===== src/rtl/vector_refraction_3d_assert.svh =====
// assertion macros shared by the refraction pipeline
// depends on nothing; included by files that carry concurrent checks
`ifndef VECTOR_REFRACTION_3D_ASSERT_SVH
`define VECTOR_REFRACTION_3D_ASSERT_SVH

// property checked on every rising clock edge outside reset
`define VR3D_CHECK(label, clk, rstn, prop) \
	label: assert property (@(posedge clk) disable iff (!rstn) prop) \
		else $error("vr3d check failed");

// same with a caller message
`define VR3D_CHECK_MSG(label, clk, rstn, prop, msg) \
	label: assert property (@(posedge clk) disable iff (!rstn) prop) \
		else $error(msg);

`endif


===== src/rtl/vr3d_pkg.sv =====
// shared constants, stage payload types and the square root step
// depends on nothing; used by every module of the refraction pipeline
package vr3d_pkg;

	localparam int FRAC = 14;
	localparam int HALF = 1 << (FRAC - 1);
	localparam int ONE = 1 << FRAC;

	// radicand, root and remainder widths of the integer square root
	localparam int RAD_W = 40;
	localparam int ROOT_W = RAD_W / 2;
	localparam int REM_W = ROOT_W + 2;
	localparam int SQ_STEPS = 4;
	localparam int SQ_STAGES = ROOT_W / SQ_STEPS;

	// cycles from accepted item to done strobe
	localparam int LATENCY = 6 + SQ_STAGES + 2;

	typedef struct packed {
		logic [RAD_W-1:0] rad;
		logic tir;
		logic signed [22:0] edr;
		logic signed [32:0] er_x;
		logic signed [32:0] er_y;
		logic signed [32:0] er_z;
		logic signed [15:0] n_x;
		logic signed [15:0] n_y;
		logic signed [15:0] n_z;
	} vr3d_mid_t;

	typedef struct packed {
		logic [RAD_W-1:0] rad;
		logic [REM_W-1:0] rem;
		logic [ROOT_W-1:0] root;
	} vr3d_sq_t;

	// one restoring step: two radicand bits in, one root bit out
	function automatic vr3d_sq_t sqrt_step(input vr3d_sq_t s);
		vr3d_sq_t o;
		logic [REM_W+1:0] cur;
		logic [REM_W+1:0] trial;
		cur = {s.rem, s.rad[RAD_W-1 -: 2]};
		trial = {2'b00, s.root, 2'b01};
		o.rad = {s.rad[RAD_W-3:0], 2'b00};
		if (cur >= trial) begin
			o.rem = REM_W'(cur - trial);
			o.root = {s.root[ROOT_W-2:0], 1'b1};
		end else begin
			o.rem = REM_W'(cur);
			o.root = {s.root[ROOT_W-2:0], 1'b0};
		end
		return o;
	endfunction

endpackage


===== src/rtl/vr3d_back.sv =====
// back half: scale the normal, subtract, round and saturate, two stages
// depends on vr3d_pkg
module vr3d_back (
	input  logic clk,
	input  logic arst_n,
	input  logic in_valid,
	input  vr3d_pkg::vr3d_mid_t in_data,
	input  logic [vr3d_pkg::ROOT_W-1:0] root,
	output logic done,
	output logic signed [15:0] out_x,
	output logic signed [15:0] out_y,
	output logic signed [15:0] out_z,
	output logic total_reflect,
	output logic saturated
);

	logic vld_s1, vld_s2;
	logic signed [39:0] mn_x_s1, mn_y_s1, mn_z_s1;
	logic signed [32:0] er_x_s1, er_y_s1, er_z_s1;
	logic tir_s1;
	logic signed [23:0] m;
	logic signed [15:0] o_x, o_y, o_z;
	logic c_x, c_y, c_z;

	function automatic logic signed [16:0] sat_rnd(input logic signed [32:0] er,
		input logic signed [39:0] mn);
		logic signed [40:0] diff;
		logic signed [26:0] v;
		logic signed [15:0] o;
		logic clip;
		diff = 41'(er) - 41'(mn) + 41'(vr3d_pkg::HALF);
		v = 27'(diff >>> vr3d_pkg::FRAC);
		clip = 1'b1;
		if (v > 27'sd32767) begin
			o = 16'sh7fff;
		end else if (v < -27'sd32768) begin
			o = 16'sh8000;
		end else begin
			o = 16'(v);
			clip = 1'b0;
		end
		return {clip, o};
	endfunction

	always_comb begin
		m = 24'(in_data.edr) + 24'($signed({1'b0, root}));
		{c_x, o_x} = sat_rnd(er_x_s1, mn_x_s1);
		{c_y, o_y} = sat_rnd(er_y_s1, mn_y_s1);
		{c_z, o_z} = sat_rnd(er_z_s1, mn_z_s1);
	end

	always_ff @(posedge clk or negedge arst_n) begin
		if (!arst_n) begin
			vld_s1 <= 1'b0;
			vld_s2 <= 1'b0;
		end else begin
			vld_s1 <= in_valid;
			vld_s2 <= vld_s1;
		end
	end

	always_ff @(posedge clk) begin
		mn_x_s1 <= m * in_data.n_x;
		mn_y_s1 <= m * in_data.n_y;
		mn_z_s1 <= m * in_data.n_z;
		er_x_s1 <= in_data.er_x;
		er_y_s1 <= in_data.er_y;
		er_z_s1 <= in_data.er_z;
		tir_s1 <= in_data.tir;

		out_x <= tir_s1 ? '0 : o_x;
		out_y <= tir_s1 ? '0 : o_y;
		out_z <= tir_s1 ? '0 : o_z;
		total_reflect <= tir_s1;
		saturated <= !tir_s1 && (c_x || c_y || c_z);
	end

	assign done = vld_s2;

endmodule


===== config.mk =====
export PLATFORM = sky130hd
export DESIGN_NAME = vr3d_back
export DESIGN_NICKNAME = d
export VERILOG_FILES = /design/src/rtl/vector_refraction_3d_assert.svh /design/src/rtl/vr3d_pkg.sv /design/src/rtl/vr3d_back.sv
export SDC_FILE = /design/constraint.sdc
export NUM_CORES = 2
export LEC_CHECK = 0
export BUFFER_PORTS_ARGS = -buffer_cell sky130_fd_sc_hd__buf_4
export CAP_MARGIN = 0
export CORE_ASPECT_RATIO = 1.4
export CORE_MARGIN = 2
export CORE_UTILIZATION = 66
export CTS_CLUSTER_DIAMETER = 80
export CTS_CLUSTER_SIZE = 8
export DETAILED_ROUTE_END_ITERATION = 10
export GPL_TIMING_DRIVEN = 0
export HOLD_SLACK_MARGIN = 0.02
export PLACE_DENSITY = 0.85
export SLEW_MARGIN = 5
export SYNTH_ARGS = -nofsm -noshare
export SYNTH_HDL_FRONTEND = slang
export SYNTH_SLANG_ARGS = --single-unit

===== constraint.sdc =====
create_clock -name clk -period 8.9 [get_ports clk]
set_input_delay 0 -clock clk [delete_from_list [all_inputs] [get_ports clk]]
set_output_delay 0 -clock clk [all_outputs]
set_load 0.1 [all_outputs]

==> results.tsv <==
stage	metric	value	unit
layout	multiInputGateArea	0.0436	mm²
die	die_w	248	µm
global_routing	grt_pass1_wl	256	mm
critical_path	r2r_end	saturated$_DFF_P_	
yosys	syn_area_per_cell	9.00	µm²
place	post-dp-hpwl	131	mm
yosys	netlist_instances	6107	
critical_path	reg2reg_slack	3.26	ns
layout	n_fill_cell	5794	
sta	final_max_slew_viol_count	0	
critical_path	crit_required	9.38	ns
clock_network	clkLatencyLatePin	0.63	ns
yosys	synth_warnings	0	
detailed_routing	dr.pass1.iters	6	
critical_path	cp-end-kind	register	
critical_path	path_class	in -> reg	
detailed_routing	drt_iter0_drc	3306	
detailed_routing	wirelength	166	mm
clock_network	cts.root.buffer_cell	clkbuf_16	
clock_network	cts.path.max_buffers	3	
global_routing	grt_max_degree	12	
detailed_routing	drc	0	
detailed_routing	wl_per_cell	21.7	µm
clock_network	clock_sinks	272	
sta	skew	0.0288	ns
yosys	synth-seq-cells	272	
yosys	yosysTopAreaCell	fa_1	
status	failed_checks	capacitance limit	
layout	final_layout_size_suffix_gt1_frac	0.0791	
detailed_routing	ant_nets	0	
yosys	synthDistinctLibCells	85	
sta	relSlewSlack	0.00932	
place	portBuffers	244	
yosys	synth_area_leaders	fa_1 (41%), ha_1 (12%), inv_1 (9.9%), dfxtp_1 (9.8%), and2_1 (5.5%)	
die	start_util	0.664	
yosys	synth_edf_count	0	
yosys	syn_nets	8009	
clock_network	path_clk_slew	0.06	ns
worst_hold_path	hold_start	in_data[117]	
layout	nets	8433	
yosys	synth_top_area_frac	0.409	
status	status	complete, but fails checks	
critical_path	start_kind	input port	
yosys	syn_area	0.0550	mm²
die	coreArea	0.0827	mm²
yosys	synth_seq_area_share	0.0993	
layout	layout_common_cells	inv_1 (1448), fa_1 (1117), nand2_1 (716)	
detailed_routing	vias	44680	
die	ioPinCount	285	
sta	rsz0062_at_grt	true	
job	maxCapViolations	1	
place	place.gp.congestion	1.02	
critical_path	cp_slowest_cell	fa_1	
sta	worst_slew_pin_slew	1.47	ns
sta	setup_viol	0	
clock_network	htree_levels	2	
clock_network	numCtsBuffers	40	
worst_hold_path	min_to	er_x_s1[3]$_DFF_P_	
global_routing	track_usage	0.398	
yosys	synth_ff_type	dfxtp_1	
global_routing	grt_antenna_before_repair	21	
worst_hold_path	hold_path_class	in -> reg	
critical_path	rr_worst_depth	15	
sta	fin_crit	8.73	ns
critical_path	critPathMaxStageDelay	0.57	ns
die	fp.dieH	345	µm
global_routing	grt_pass1_vias	47973	
layout	utilization	0.742	
critical_path	crit_fanout	10	
die	die_area	0.0856	mm²
detailed_routing	via_per_inst	5.85	
sta	holdWs	0.0202	ns
clock_network	cts_tree	done	
sta	fin_crit_sh	0.981	
sta	hold_viol	0	
die	rows	125	
critical_path	worst_ep_arrival_time	9.22	ns
layout	final_common_cell	inv_1	
worst_hold_path	hold-path-cell-count	2	
global_routing	grt_overflow	0	
critical_path	crit_top_cell	fa_1	
layout	syn2layout_area_growth	11.7	%
yosys	synth-async-reset-ratio	0.00735	
layout	regArea	0.00546	mm²
critical_path	r2r-start	mn_y_s1[3]$_DFF_P_	
sta	fmax	114	MHz
[flip-flops by register name, summed over array words and instances (netlist names), 16 cells and up]
| signal | count |
|---|---|
| out_z | 16 |
| mn_z_s1 | 40 |
| er_x_s1 | 33 |
| er_y_s1 | 33 |
| er_z_s1 | 33 |
| mn_y_s1 | 40 |
| out_y | 16 |
| mn_x_s1 | 40 |
| out_x | 16 |
[worst max-delay path by stage]
stage                                      to  slack, ns    startpoint  cells past startpoint
after floorplan           mn_z_s1[39]$_DFF_P_       0.08  in_data[147]                     40
after global placement    mn_x_s1[39]$_DFF_P_      -2.98  in_data[147]                     41
after detailed placement  mn_x_s1[39]$_DFF_P_      -2.53  in_data[147]                     42
after CTS                 mn_x_s1[39]$_DFF_P_      -0.04  in_data[147]                     43
after global routing      mn_z_s1[37]$_DFF_P_      -0.15       root[0]                     43
final                     mn_z_s1[37]$_DFF_P_       0.17       root[0]                     42
[repair_timing]
action,4_1_cts,5_1_grt
resized for setup,125,171
hold buffers,107,0
buffers inserted,14,19
endpoints found under the hold margin,109,0
endpoints found under the setup margin,59,32
pin swaps,10,53
[cell type report]
type                       instances  share of cell area
antenna                           20            0.000815
inverter                        1452              0.0888
tap                             1079              0.0220
clock inverter                     4             0.00122
sequential                       272              0.0889
timing repair buffer             385              0.0518
clock buffer                      45              0.0168
buffer                           242              0.0202
multi-input combinational       4138               0.710
[cells by family (layout without fill, tap and decap cells)]
group | Yosys count | in the layout | share of synthesized area
other | 0 | 20 | 0
and+or+nand+nor | 1658 | 1658 | 0.145
AOI/OAI and AO/OA | 590 | 590 | 0.0705
DFF | 272 | 272 | 0.0993
xor gates and xnor gates | 214 | 214 | 0.0341
adders and majority gates | 1668 | 1668 | 0.533
muxes | 8 | 8 | 0.00153
buffers and inverters | 1697 | 2128 | 0.116
[stage by stage]
stage / area (µm²) / setup TNS (ns) / std cells / setup WS, ns
2_1_floorplan: 55000 / 0 / 6107 / 0.0806
3_3_place_gp: 58100 / -99.96 / 7430 / -2.98
3_5_place_dp: 58200 / -91.68 / 7431 / -2.53
4_1_cts: 60800 / -0.0366 / 7600 / -0.0366
5_1_grt: 61400 / -0.590 / 7623 / -0.153
6_report: 61400 / 0 / 7637 / 0.166
[synth_stat cells, types with 44 or more instances]
master / count
a21oi_1: 197
inv_1: 1452
xor2_1: 56
nand2_1: 718
o21ai_0: 86
a21o_1: 95
fa_1: 1123
nor2_1: 217
dfxtp_1: 270
clkbuf_1: 237
nor3_1: 44
xnor2_1: 158
ha_1: 545
and2_1: 487
[worst max-delay path: cells and delay by family]
family                   cells  cell delay [ns]
AO/OA/AOI/OAI               20             3.78
XOR/XNOR                     1             0.09
adder cells (fa/ha/maj)      9             4.01
buffers and inverters       10             1.07
AND/OR/NAND/NOR              2             0.23
[layer usage]
layer / global-route usage / vias up / share of wire
li1: - / 19139 / -
met1: 0.441 / 22071 / 0.33
met2: 0.647 / 2432 / 0.47
met3: 0.0996 / 1020 / 0.098
met4: 0.317 / 18 / 0.10
met5: 0 / - / 0.00072
Power is left out: the tool's default activity adds up to more than one toggle a clock period on the data nets, which glitch-free logic cannot reach.
