`config.mk`:
```
export PLATFORM = sky130hd
export DESIGN_NAME = vr3d_sqrt
export DESIGN_NICKNAME = d
export VERILOG_FILES = /design/src/rtl/vector_refraction_3d_assert.svh /design/src/rtl/vr3d_pkg.sv /design/src/rtl/vr3d_sqrt.sv
export SDC_FILE = /design/constraint.sdc
export NUM_CORES = 1
export LEC_CHECK = 0
export ABC_CLOCK_PERIOD_IN_PS = 11300
export BUFFER_PORTS_ARGS = -buffer_cell sky130_fd_sc_hd__buf_2
export CAP_MARGIN = 20
export CORE_ASPECT_RATIO = 0.9
export CORE_MARGIN = 2
export CORE_UTILIZATION = 60
export CTS_BUF_LIST = sky130_fd_sc_hd__clkbuf_4
export DETAILED_ROUTE_END_ITERATION = 12
export GPL_TIMING_DRIVEN = 0
export PLACE_DENSITY_LB_ADDON = 0.08
export SLEW_MARGIN = 20
export SYNTH_ARGS = -nofsm -noshare
export SYNTH_HDL_FRONTEND = slang
export SYNTH_SLANG_ARGS = --single-unit
```
`constraint.sdc`:
```
create_clock -name clk -period 11.3 [get_ports clk]
set_input_delay 0.565 -clock clk [delete_from_list [all_inputs] [get_ports clk]]
set_output_delay 0.565 -clock clk [all_outputs]
set_load 0.005 [all_outputs]
```
`src/rtl/vector_refraction_3d_assert.svh`:
```
// assertion macros shared by the refraction pipeline
// depends on nothing; included by files that carry concurrent checks
`ifndef VECTOR_REFRACTION_3D_ASSERT_SVH
`define VECTOR_REFRACTION_3D_ASSERT_SVH

// property checked on every rising clock edge outside reset
`define VR3D_CHECK(label, clk, rstn, prop) \
	label: assert property (@(posedge clk) disable iff (!rstn) prop) \
		else $error("vr3d check failed");

// same with a caller message
`define VR3D_CHECK_MSG(label, clk, rstn, prop, msg) \
	label: assert property (@(posedge clk) disable iff (!rstn) prop) \
		else $error(msg);

`endif

```
`src/rtl/vr3d_pkg.sv`:
```
// shared constants, stage payload types and the square root step
// depends on nothing; used by every module of the refraction pipeline
package vr3d_pkg;

	localparam int FRAC = 14;
	localparam int HALF = 1 << (FRAC - 1);
	localparam int ONE = 1 << FRAC;

	// radicand, root and remainder widths of the integer square root
	localparam int RAD_W = 40;
	localparam int ROOT_W = RAD_W / 2;
	localparam int REM_W = ROOT_W + 2;
	localparam int SQ_STEPS = 4;
	localparam int SQ_STAGES = ROOT_W / SQ_STEPS;

	// cycles from accepted item to done strobe
	localparam int LATENCY = 6 + SQ_STAGES + 2;

	typedef struct packed {
		logic [RAD_W-1:0] rad;
		logic tir;
		logic signed [22:0] edr;
		logic signed [32:0] er_x;
		logic signed [32:0] er_y;
		logic signed [32:0] er_z;
		logic signed [15:0] n_x;
		logic signed [15:0] n_y;
		logic signed [15:0] n_z;
	} vr3d_mid_t;

	typedef struct packed {
		logic [RAD_W-1:0] rad;
		logic [REM_W-1:0] rem;
		logic [ROOT_W-1:0] root;
	} vr3d_sq_t;

	// one restoring step: two radicand bits in, one root bit out
	function automatic vr3d_sq_t sqrt_step(input vr3d_sq_t s);
		vr3d_sq_t o;
		logic [REM_W+1:0] cur;
		logic [REM_W+1:0] trial;
		cur = {s.rem, s.rad[RAD_W-1 -: 2]};
		trial = {2'b00, s.root, 2'b01};
		o.rad = {s.rad[RAD_W-3:0], 2'b00};
		if (cur >= trial) begin
			o.rem = REM_W'(cur - trial);
			o.root = {s.root[ROOT_W-2:0], 1'b1};
		end else begin
			o.rem = REM_W'(cur);
			o.root = {s.root[ROOT_W-2:0], 1'b0};
		end
		return o;
	endfunction

endpackage

```
`src/rtl/vr3d_sqrt.sv`:
```
// pipelined integer square root of the radicand, four root bits per stage
// depends on vr3d_pkg
module vr3d_sqrt (
	input  logic clk,
	input  logic arst_n,
	input  logic in_valid,
	input  vr3d_pkg::vr3d_mid_t in_data,
	output logic out_valid,
	output vr3d_pkg::vr3d_mid_t out_data,
	output logic [vr3d_pkg::ROOT_W-1:0] root
);

	localparam int NS = vr3d_pkg::SQ_STAGES;

	logic [NS-1:0] vld_q;
	vr3d_pkg::vr3d_sq_t sq_q [NS];
	vr3d_pkg::vr3d_mid_t pay_q [NS];
	vr3d_pkg::vr3d_sq_t nxt [NS];

	always_comb begin
		vr3d_pkg::vr3d_sq_t s;
		for (int i = 0; i < NS; i++) begin
			if (i == 0) begin
				s.rad = in_data.rad;
				s.rem = '0;
				s.root = '0;
			end else begin
				s = sq_q[i-1];
			end
			for (int j = 0; j < vr3d_pkg::SQ_STEPS; j++) begin
				s = vr3d_pkg::sqrt_step(s);
			end
			nxt[i] = s;
		end
	end

	always_ff @(posedge clk or negedge arst_n) begin
		if (!arst_n) begin
			vld_q <= '0;
		end else begin
			vld_q <= {vld_q[NS-2:0], in_valid};
		end
	end

	always_ff @(posedge clk) begin
		for (int i = 0; i < NS; i++) begin
			sq_q[i] <= nxt[i];
			pay_q[i] <= (i == 0) ? in_data : pay_q[(i == 0) ? 0 : i-1];
		end
	end

	assign out_valid = vld_q[NS-1];
	assign out_data = pay_q[NS-1];
	assign root = sq_q[NS-1].root;

endmodule

```
==> results of run 1 <==
==> per-stage QoR <==
stage                     hold slack [ns]  cells  total power (uW)  cell area, um2
after floorplan                     0.269   4090              7460           43600
after global placement              0.310   5485              8280           47000
after detailed placement            0.312   5485              8320           47000
after CTS                        0.000243   6200             11700           53100
after global routing              -0.0130   6220             12600           53500
final                               0.110   6221             11900           53500
==> power groups by stage <==
stage,combinational (uW),clock (uW),sequential [uW]
5_1_grt,4070,3690,4820
6_report,3720,3360,4790
3_5_place_dp,3450,0,4870
4_1_cts,3560,3390,4780
3_3_place_gp,3420,0,4860
2_1_floorplan,2650,0,4800
==> per-layer routing <==
layer  global-route usage [%]  vias up
met5                        0        -
met4                     13.9        2
met3                     6.01      256
met2                     49.2     1139
met1                     35.3    15300
li1                         -    16300
==> area by class of cell <==
class	instances	area (um2)	share of cell area [%]
flip-flops and latches	1208	24200	45.2
multi-input cells	2401	17000	31.7
repair buffers	725	4990	9.32
clock buffers	401	3010	5.62
plain buffers	299	2120	3.96
well taps	950	1190	2.22
inverters	176	673	1.26
clock inverters	51	337	0.629
diodes	10	25.0	0.0468
==> registers in the layout, indices dropped and copies added (netlist names) <==
register	count
vld_q	5
pay_q	1055
sq_q	148
==> repair_timing <==
item                                    CTS  global route
resized for setup                        36            99
setup buffers                             6            16
pin swaps                                 4            10
hold endpoints to repair                224             0
endpoints found under the setup margin   47            51
hold buffers                            258             0
==> kinds of logic (layout without fill, tap and decap cells) <==
kind of cell             after synthesis  after routing
AO/OA/AOI/OAI                        890            890
XOR/XNOR                             251            251
adder cells (fa/ha/maj)              229            229
buffers and inverters                481           1652
flip-flops                          1208           1208
multiplexers                          43             43
other                                  1             12
AND/OR/NAND/NOR                      986            986
==> worst max-delay path, delay by kind of cell, from the launching register on <==
family          cells  cell delay (ns)
compound gates     16             3.53
simple gates       14             2.86
buf+inv            10             1.82
fa+ha+maj           4             1.47
flops               1             0.41
mux                 1             0.37
xor+xnor            1             0.28
==> synthesized netlist by cell type, types with 31 or more instances <==
cell,count
and2_1,31
xnor2_1,162
a211oi_1,32
nand2_1,231
nand3_1,96
dfxtp_1,1203
ha_1,229
a21o_1,92
o21ai_0,183
nand2b_1,39
clkbuf_1,45
a21oi_1,255
nand4_1,42
inv_1,165
nor2_1,235
buf_4,234
nor3_1,77
nor4_1,31
a31oi_1,40
xor2_1,88
==> worst paths after layout <==
path                                 end  cells past startpoint
setup / recovery            sq_q[0][245]                     46
hold / removal              pay_q[0][72]                      2
setup reg to reg            sq_q[0][245]                     46
hold reg to reg            pay_q[0][830]                      0
max in group asynchronous       vld_q[2]                      3
min in group asynchronous       vld_q[4]                      3
==> impl_metrics.toml, run 1 <==
[worst_setup_path]
critPathMaxFanout = 12
slowest_stage = "a221o_2"
required_ns = 12.27
cp-startpoint = "sq_q[0][148]"
endpoint_kind = "flip-flop"
r2r-start = "sq_q[0][148]"
crit_type = "flip-flop to flip-flop"
max_stage_delay_ns = 0.46
critical_path_arrival_ns = 11.77
crit_path_start_kind = "flip-flop"
ff2ff_setup_slack_ns = 0.49

[pwr]
pwr-share-comb_pct = 31.3
ir_worst_vdd_mv = 0.158
sw_frac_of_total_pct = 33.8
pwr-share-seq_pct = 40.4
power.internal_uw = 7860
leakage_uw = 0.0247
p_per_area_nw_per_um2 = 222
power_switching_uw = 4010
p_clk_share_pct = 28.3

[place]
place_hpwl_um = 73900
place_congestion = 0.928
port_buffers = 445
place_ws_ns = -1.95

[synthesis]
synth_top_family_by_area = "compound AO/OA/AOI/OAI gates"
yosys_warnings = 0
synth.top_cells.by_area = "dfxtp_1 (55%), ha_1 (6.6%), buf_4 (4.0%), xnor2_1 (3.3%), a21oi_1 (2.9%)"
synthFlopType = "dfxtp_1"
synth_top_area_cell = "dfxtp_1"
synth_edf_count = 0
synth.area.mux_share_pct = 1.08
synth_xor_xnor_area_share_pct = 5.08
synth_compound_area_share_pct = 13.7
yosysSeqAreaShare_pct = 55.5
ys_seq_elements = 1208
syn_area_um2 = 43600
synth_cells = 4089
synth_top_area_share_pct = 55.2
synth_adder_area_share_pct = 6.57
synth-simple-area-share_pct = 11.8
synth_cell_type_count = 127
syn_area_per_cell_um2 = 10.7
ys_async_sr_fraction_pct = 0.414

[detailed_routing]
firstDrtPassIters = 6
top_layer = "met5"
drt_iter0_drc = 2276
vias_per_cell = 5.31
met3_length_um = 7100
routed-via-count = 33000
met1_length_um = 45900
dr_wl_met2_um = 53100
drc = 0
postRouteAntennaNets = 0
wl_per_cell_um = 17.7
routed_wl_um = 110000

[global_routing]
grt_usage_pct = 29.0
grt_pass1_wl_um = 170000
antenna_found_initial = 8
first_global_vias = 32500
overflow = 0
grt_max_degree = 17

[timing]
slew_violations = 0
fin_crit_sh_pct = 95.6
fin_setup_tns_ns = 0
max-slew-margin-rel_pct = 29.8
skew_ns = 0.105
max_slew.worst_pin.slew_ns = 1.03
setup_ws_ns = 0.495
setup_viol = 0
fmax_mhz = 92.5
hold_viol = 0
period_needed_ns = 10.81

[floorplan]
die_area_um2 = 74900
die_x_um = 288
die_h_um = 260
core_area_um2 = 71800
fp-row-count = 93
ios = 446
initial_core_util_pct = 60.8

[layout]
syn_to_final_growth_pct = 22.7
final_core_util_pct = 74.5
nets = 5542
drive_above_1_share_pct = 25.5
fill_cells = 4958
final_common_cell = "dfxtp_1"
final_cell_mix = "dfxtp_1 (1203), buf_2 (460), clkbuf_4 (408), buf_4 (259), dlygate4sd3_1 (258)"

[clocking]
cts-root-buf = "clkbuf_4"
clk_transition_reported_paths_ns = 0.08
cts_max_level = 5
numCtsBuffers = 288
clock_latency_ns = 1.11
clockBufferDepth = 4
cts_tree = "yes"
clock_sinks = 1208

[hold_path]
hold_path.class = "input pin to flip-flop"
min_from = "in_data[72]"

[run_status]
outcome = "finished, final reports clean"

[run]
drv_cap = 0
Note: power is estimated with default switching activity, not from simulation.
==> run 2: changes to the inputs <==
- BUFFER_PORTS_ARGS: -buffer_cell sky130_fd_sc_hd__buf_2 -> default
- DONT_BUFFER_PORTS: default -> 1
- GPL_TIMING_DRIVEN: 0 -> default
==> run 2 against run 1 <==
Clock skew down 0.0050 ns; total power is 0.80% higher; wire length is 0.77% higher; via count fell by 6.0%; register-to-register slack gained 0.10 ns; maximum frequency grew 0.97%; die area unchanged; count of clock-buffer cells in the layout is 25 higher; worst hold slack improved by 0.022 ns; critical path type unchanged.
==> impl_metrics.toml, run 2 (same netlist as run 1, synthesis figures left out) <==
[timing]
period_needed_ns = 10.70
fin_crit_sh_pct = 94.7
max-slew-margin-rel_pct = 34.5
rsz0062_at_grt = "no"
setup_viol = 0
fin_setup_tns_ns = 0
fmax_mhz = 93.4
skew_ns = 0.100
max_slew.worst_pin.slew_ns = 0.958
hold_viol = 0
slew_violations = 0

[pwr]
p_clk_share_pct = 29.7
ir_worst_vdd_mv = 0.183
sw_frac_of_total_pct = 33.9
pwr-share-comb_pct = 29.8
power_switching_uw = 4060
leakage_uw = 0.0225
power.internal_uw = 7900
pwr-share-seq_pct = 40.6
p_per_area_nw_per_um2 = 235

[place]
placed_cell_area_um2 = 43000
place_congestion = 0.950
place_hpwl_um = 72600
port_buffers = 0

[global_routing]
use_met1_pct = 35.4
antenna_found_initial = 7
grt_busiest_layer = "met2"
grt_use_met2_pct = 49.7
grt_pass1_wl_um = 169000
grt_use_met3_pct = 6.90
overflow = 0
grt_max_degree = 35
first_global_vias = 30600
grt_usage_pct = 29.2

[detailed_routing]
drc = 0
drt_iter0_drc = 2131
vias_per_cell = 5.48
routed-via-count = 31000
wl_per_cell_um = 19.6
postRouteAntennaNets = 0
routed_wl_um = 111000
firstDrtPassIters = 6

[layout]
final_common_cell = "dfxtp_1"
drive_above_1_share_pct = 13.1
design_area_um2 = 50900
final_cell_mix = "dfxtp_1 (1203), clkbuf_4 (426), dlygate4sd3_1 (416), a21oi_1 (253), nor2_1 (235)"
reg_top3 = "pay_q x1055, sq_q x148, vld_q x5"
nets = 4979
syn_to_final_growth_pct = 16.7
fill_cells = 5127
largest_reg_flops = 1055
regMostFlops = "pay_q"

[floorplan]
die_h_um = 260
fp-row-count = 93
core_area_um2 = 71800
initial_core_util_pct = 60.8
die_x_um = 288
die_area_um2 = 74900
ios = 446

[worst_setup_path]
endpoint_kind = "flip-flop"
critical_path_arrival_ns = 11.61
slowest_stage = "dfxtp_1"
required_ns = 12.21
max_stage_delay_ns = 0.41
crit_top_cell = "o21ai_0"
crit_path_start_kind = "flip-flop"
critPathMaxFanout = 27
crit_type = "flip-flop to flip-flop"

[clocking]
cts-root-buf = "clkbuf_4"
numCtsBuffers = 290
cts_max_level = 5
clockBufferDepth = 4
clock_sinks = 1208
clk_transition_reported_paths_ns = 0.07
cts_tree = "yes"
clock_latency_ns = 1.11

[hold_path]
hold_path.class = "input pin to flip-flop"

[run_status]
outcome = "finished, final reports clean"

[run]
drv_cap = 0
-- run 2: cell count changes in the layout (fill, tap and decap cells not counted), sizes merged --
cell         delta
clkinv         -13
diode           -2
nor2            +1
clkinvlp        +1
clkbuf         -13
dlygate4sd3   +158
inv             +1
buf           -686
bufinv          +2
-- run 2: worst max-delay path, delay by kind of cell, from the launching register on --
family	cells	cell delay [ns]
AOI/OAI and AO/OA	19	4.31
and+or+nand+nor	18	3.14
DFF	1	0.41
buffers and inverters	6	1.00
adders and majority gates	4	1.45
muxes	1	0.19
-- run 2: worst paths after layout --
kind                                from            end  slack (ns)  cells past startpoint
max reg2reg                 sq_q[0][222]   sq_q[0][296]        0.60                     48
max                         sq_q[0][222]   sq_q[0][296]        0.60                     48
min                          in_data[83]   pay_q[0][83]        0.13                      1
min reg2reg                pay_q[0][628]  pay_q[0][839]        0.24                      0
min in group asynchronous         arst_n       vld_q[4]        0.29                      2
max in group asynchronous         arst_n       vld_q[1]       10.74                      2
-- run 2: what timing repair did --
item / CTS / global route
setup endpoints to repair: 0 / 24
hold buffers: 416 / 0
gates resized for setup: 0 / 22
hold endpoints to repair: 235 / 0
setup buffers: 0 / 6
-- run 2: power groups by stage --
| stage | Clock, uW | Sequential [uW] | Combinational (uW) |
|---|---|---|---|
| 4_1_cts | 3530 | 4840 | 3460 |
| 3_5_place_dp | 0 | 4930 | 3310 |
| 3_3_place_gp | 0 | 4930 | 3310 |
| 6_report | 3550 | 4850 | 3560 |
| 5_1_grt | 3870 | 4880 | 3900 |
| 2_1_floorplan | 0 | 4800 | 2650 |
-- run 2: stage by stage --
stage / cells / worst slack (ns) / hold slack, ns / utilization [%] / total power [uW]
after CTS: 5655 / 0.0486 / 0.00198 / 70.7 / 11800
after global placement: 4771 / 0.276 / 0.270 / 59.9 / 8240
after global routing: 5668 / 0.00180 / 0.0129 / 70.9 / 12600
after detailed placement: 4771 / 0.128 / 0.269 / 59.9 / 8240
final: 5670 / 0.599 / 0.132 / 70.9 / 12000
after floorplan: 4090 / 0.996 / 0.269 / - / 7460
-- run 2: layout make-up --
class / count / area, um2 / area share (%)
sequential: 1208 / 24200 / 47.5
multi-input combinational: 2402 / 16800 / 33.0
timing repair buffer: 458 / 4490 / 8.81
clock buffer: 426 / 3200 / 6.28
tap: 950 / 1190 / 2.33
inverter: 176 / 668 / 1.31
clock inverter: 42 / 354 / 0.695
antenna: 8 / 20.0 / 0.0393
-- run 2: layer usage --
layer | wire (um) | part of all wire, %
met3 | 7220 | 6.5
met2 | 54200 | 49
met4 | 3520 | 3.2
met5 | 0 | 0
met1 | 46100 | 41
==> run 3: changes to the inputs <==
- ABC_CLOCK_PERIOD_IN_PS: 11300 -> 12700
- clock period: 11.3 -> 12.7 ns (I/O delays scaled with it)
==> run 3 against run 2 <==
Combinational power decreased by 13%; final area decreased by 1.2%; core utilization decreased by 0.85 points; clock power decreased by 12%; via count decreased by 1.7%; wire length decreased by 2.8%; maximum frequency decreased by 10%; die area unchanged; total power decreased by 12%; worst hold slack got worse by 0.0084 ns; non-clock buffer count decreased by 53; setup slack improved by 0.20 ns; largest power group unchanged.
==> impl_metrics.toml, run 3 (same netlist as run 1, synthesis figures left out) <==
[run_status]
outcome = "finished, final reports clean"

[global_routing]
antenna_found_initial = 3
grt_max_degree = 32
overflow = 0
grt_pass1_wl_um = 167000
first_global_vias = 30200
grt_usage_pct = 28.6

[place]
dp_cells = 4751
place_ws_ns = 0.293
port_buffers = 0
place_hpwl_um = 71700
placed_cell_area_um2 = 42900
place_congestion = 0.936

[pwr]
p_per_area_nw_per_um2 = 209
power_switching_uw = 3550
leakage_uw = 0.0222
power.internal_uw = 6990
pwr-share-seq_pct = 41.0
sw_frac_of_total_pct = 33.7
p_clk_share_pct = 29.5
ir_worst_vdd_mv = 0.150
pwr-share-comb_pct = 29.5

[layout]
largest_reg_flops = 1055
fin_cells = 5610
drive_above_1_share_pct = 12.3
final_common_cell = "dfxtp_1"
regMostFlops = "pay_q"
design_area_um2 = 50300
syn_to_final_growth_pct = 15.3
final_cell_mix = "dfxtp_1 (1203), clkbuf_4 (413), dlygate4sd3_1 (388), a21oi_1 (255), nor2_1 (235)"
nets = 4924
reg_top3 = "pay_q x1055, sq_q x148, vld_q x5"

[detailed_routing]
vias_per_cell = 5.44
wl_per_cell_um = 19.2
routed_wl_um = 108000
postRouteAntennaNets = 0
routed-via-count = 30500
firstDrtPassIters = 7
drt_iter0_drc = 2109
drc = 0

[timing]
slew_violations = 0
skew_ns = 0.147
max-slew-margin-rel_pct = 29.6
setup_ws_ns = 0.794
fin_setup_tns_ns = 0
setup_viol = 0
max_slew.worst_pin.slew_ns = 1.05
fmax_mhz = 84.0
fin_hold_ws_ns = 0.123
hold_viol = 0
period_needed_ns = 11.91
rsz0062_at_grt = "no"
fin_crit_sh_pct = 93.7

[floorplan]
die_x_um = 288
die_h_um = 260
ios = 446
initial_core_util_pct = 60.8
fp-row-count = 93
die_area_um2 = 74900
core_area_um2 = 71800

[worst_setup_path]
crit_path_start_kind = "flip-flop"
required_ns = 13.65
slowest_stage = "clkinv_1"
critical_path_arrival_ns = 12.86
endpoint_kind = "flip-flop"
critPathMaxFanout = 31
crit_type = "flip-flop to flip-flop"
ff2ff_setup_slack_ns = 0.79
max_stage_delay_ns = 0.60

[clocking]
clock_latency_ns = 1.16
cts_tree = "yes"
cts_max_level = 5
cts-root-buf = "clkbuf_4"
clock_sinks = 1208
post_cts_buffers = 0
clk_transition_reported_paths_ns = 0.07
numCtsBuffers = 289
clockBufferDepth = 4

[hold_path]
hold_path.class = "input pin to flip-flop"

[run]
drv_cap = 0
run 3: cell count changes in the layout (fill, tap and decap cells not counted), sizes merged:
| cell | change |
|---|---|
| buf | -26 |
| inv | -2 |
| bufinv | +1 |
| dlygate4sd3 | -28 |
| clkinvlp | -2 |
| clkbuf | -12 |
| clkinv | +12 |
| diode | -2 |
| nor2 | -1 |
run 3: critical path: cells and delay by family, from the launching register on:
| family | cells | cell delay (ns) |
|---|---|---|
| fa+ha+maj | 4 | 1.40 |
| buf+inv | 5 | 1.74 |
| mux | 1 | 0.18 |
| simple gates | 19 | 3.34 |
| flops | 1 | 0.49 |
| compound gates | 18 | 4.57 |
run 3: final timing paths:
| check | start | to | depth (start not counted) |
|---|---|---|---|
| max | sq_q[0][226] | sq_q[0][296] | 47 |
| min | in_data[173] | pay_q[0][173] | 1 |
| max reg2reg | sq_q[0][226] | sq_q[0][296] | 47 |
| min reg2reg | pay_q[0][837] | pay_q[0][1048] | 0 |
| max in group asynchronous | arst_n | vld_q[3] | 2 |
| min in group asynchronous | arst_n | vld_q[4] | 2 |
run 3: metal layers:
metal  wire (um)  GRT usage (%)  vias to the layer above
li1            -              -                    15100
met3        6480           6.67                      178
met2       52400           48.4                      954
met1       45900           35.2                    14300
met4        3220           11.4                        0
met5           0              0                        -
run 3: cell type report:
cell class	count	area, um2
sequential	1208	24200
fill	5191	21500
multi-input combinational	2401	16700
timing repair buffer	405	4010
clock buffer	413	3100
tap	950	1190
inverter	176	662
clock inverter	51	425
antenna	6	15.0
run 3: power by group through the flow:
stage	Combinational (uW)	Sequential [uW]	Clock, uW
4_1_cts	3050	4310	3110
3_5_place_dp	2940	4390	0
2_1_floorplan	2360	4270	0
5_1_grt	3410	4350	3400
6_report	3110	4320	3110
3_3_place_gp	2930	4390	0
run 3: repair_timing:
action,4_1_cts,5_1_grt
gates resized for setup,0,4
hold buffers,388,0
endpoints found under the hold margin,233,0
setup endpoints to repair,0,5
run 3: through the flow:
stage | power [uW] | utilization (%)
floorplan | 6630 | -
global placement | 7320 | 59.7
detailed placement | 7330 | 59.7
CTS | 10500 | 70.0
global route | 11200 | 70.1
finish | 10500 | 70.1
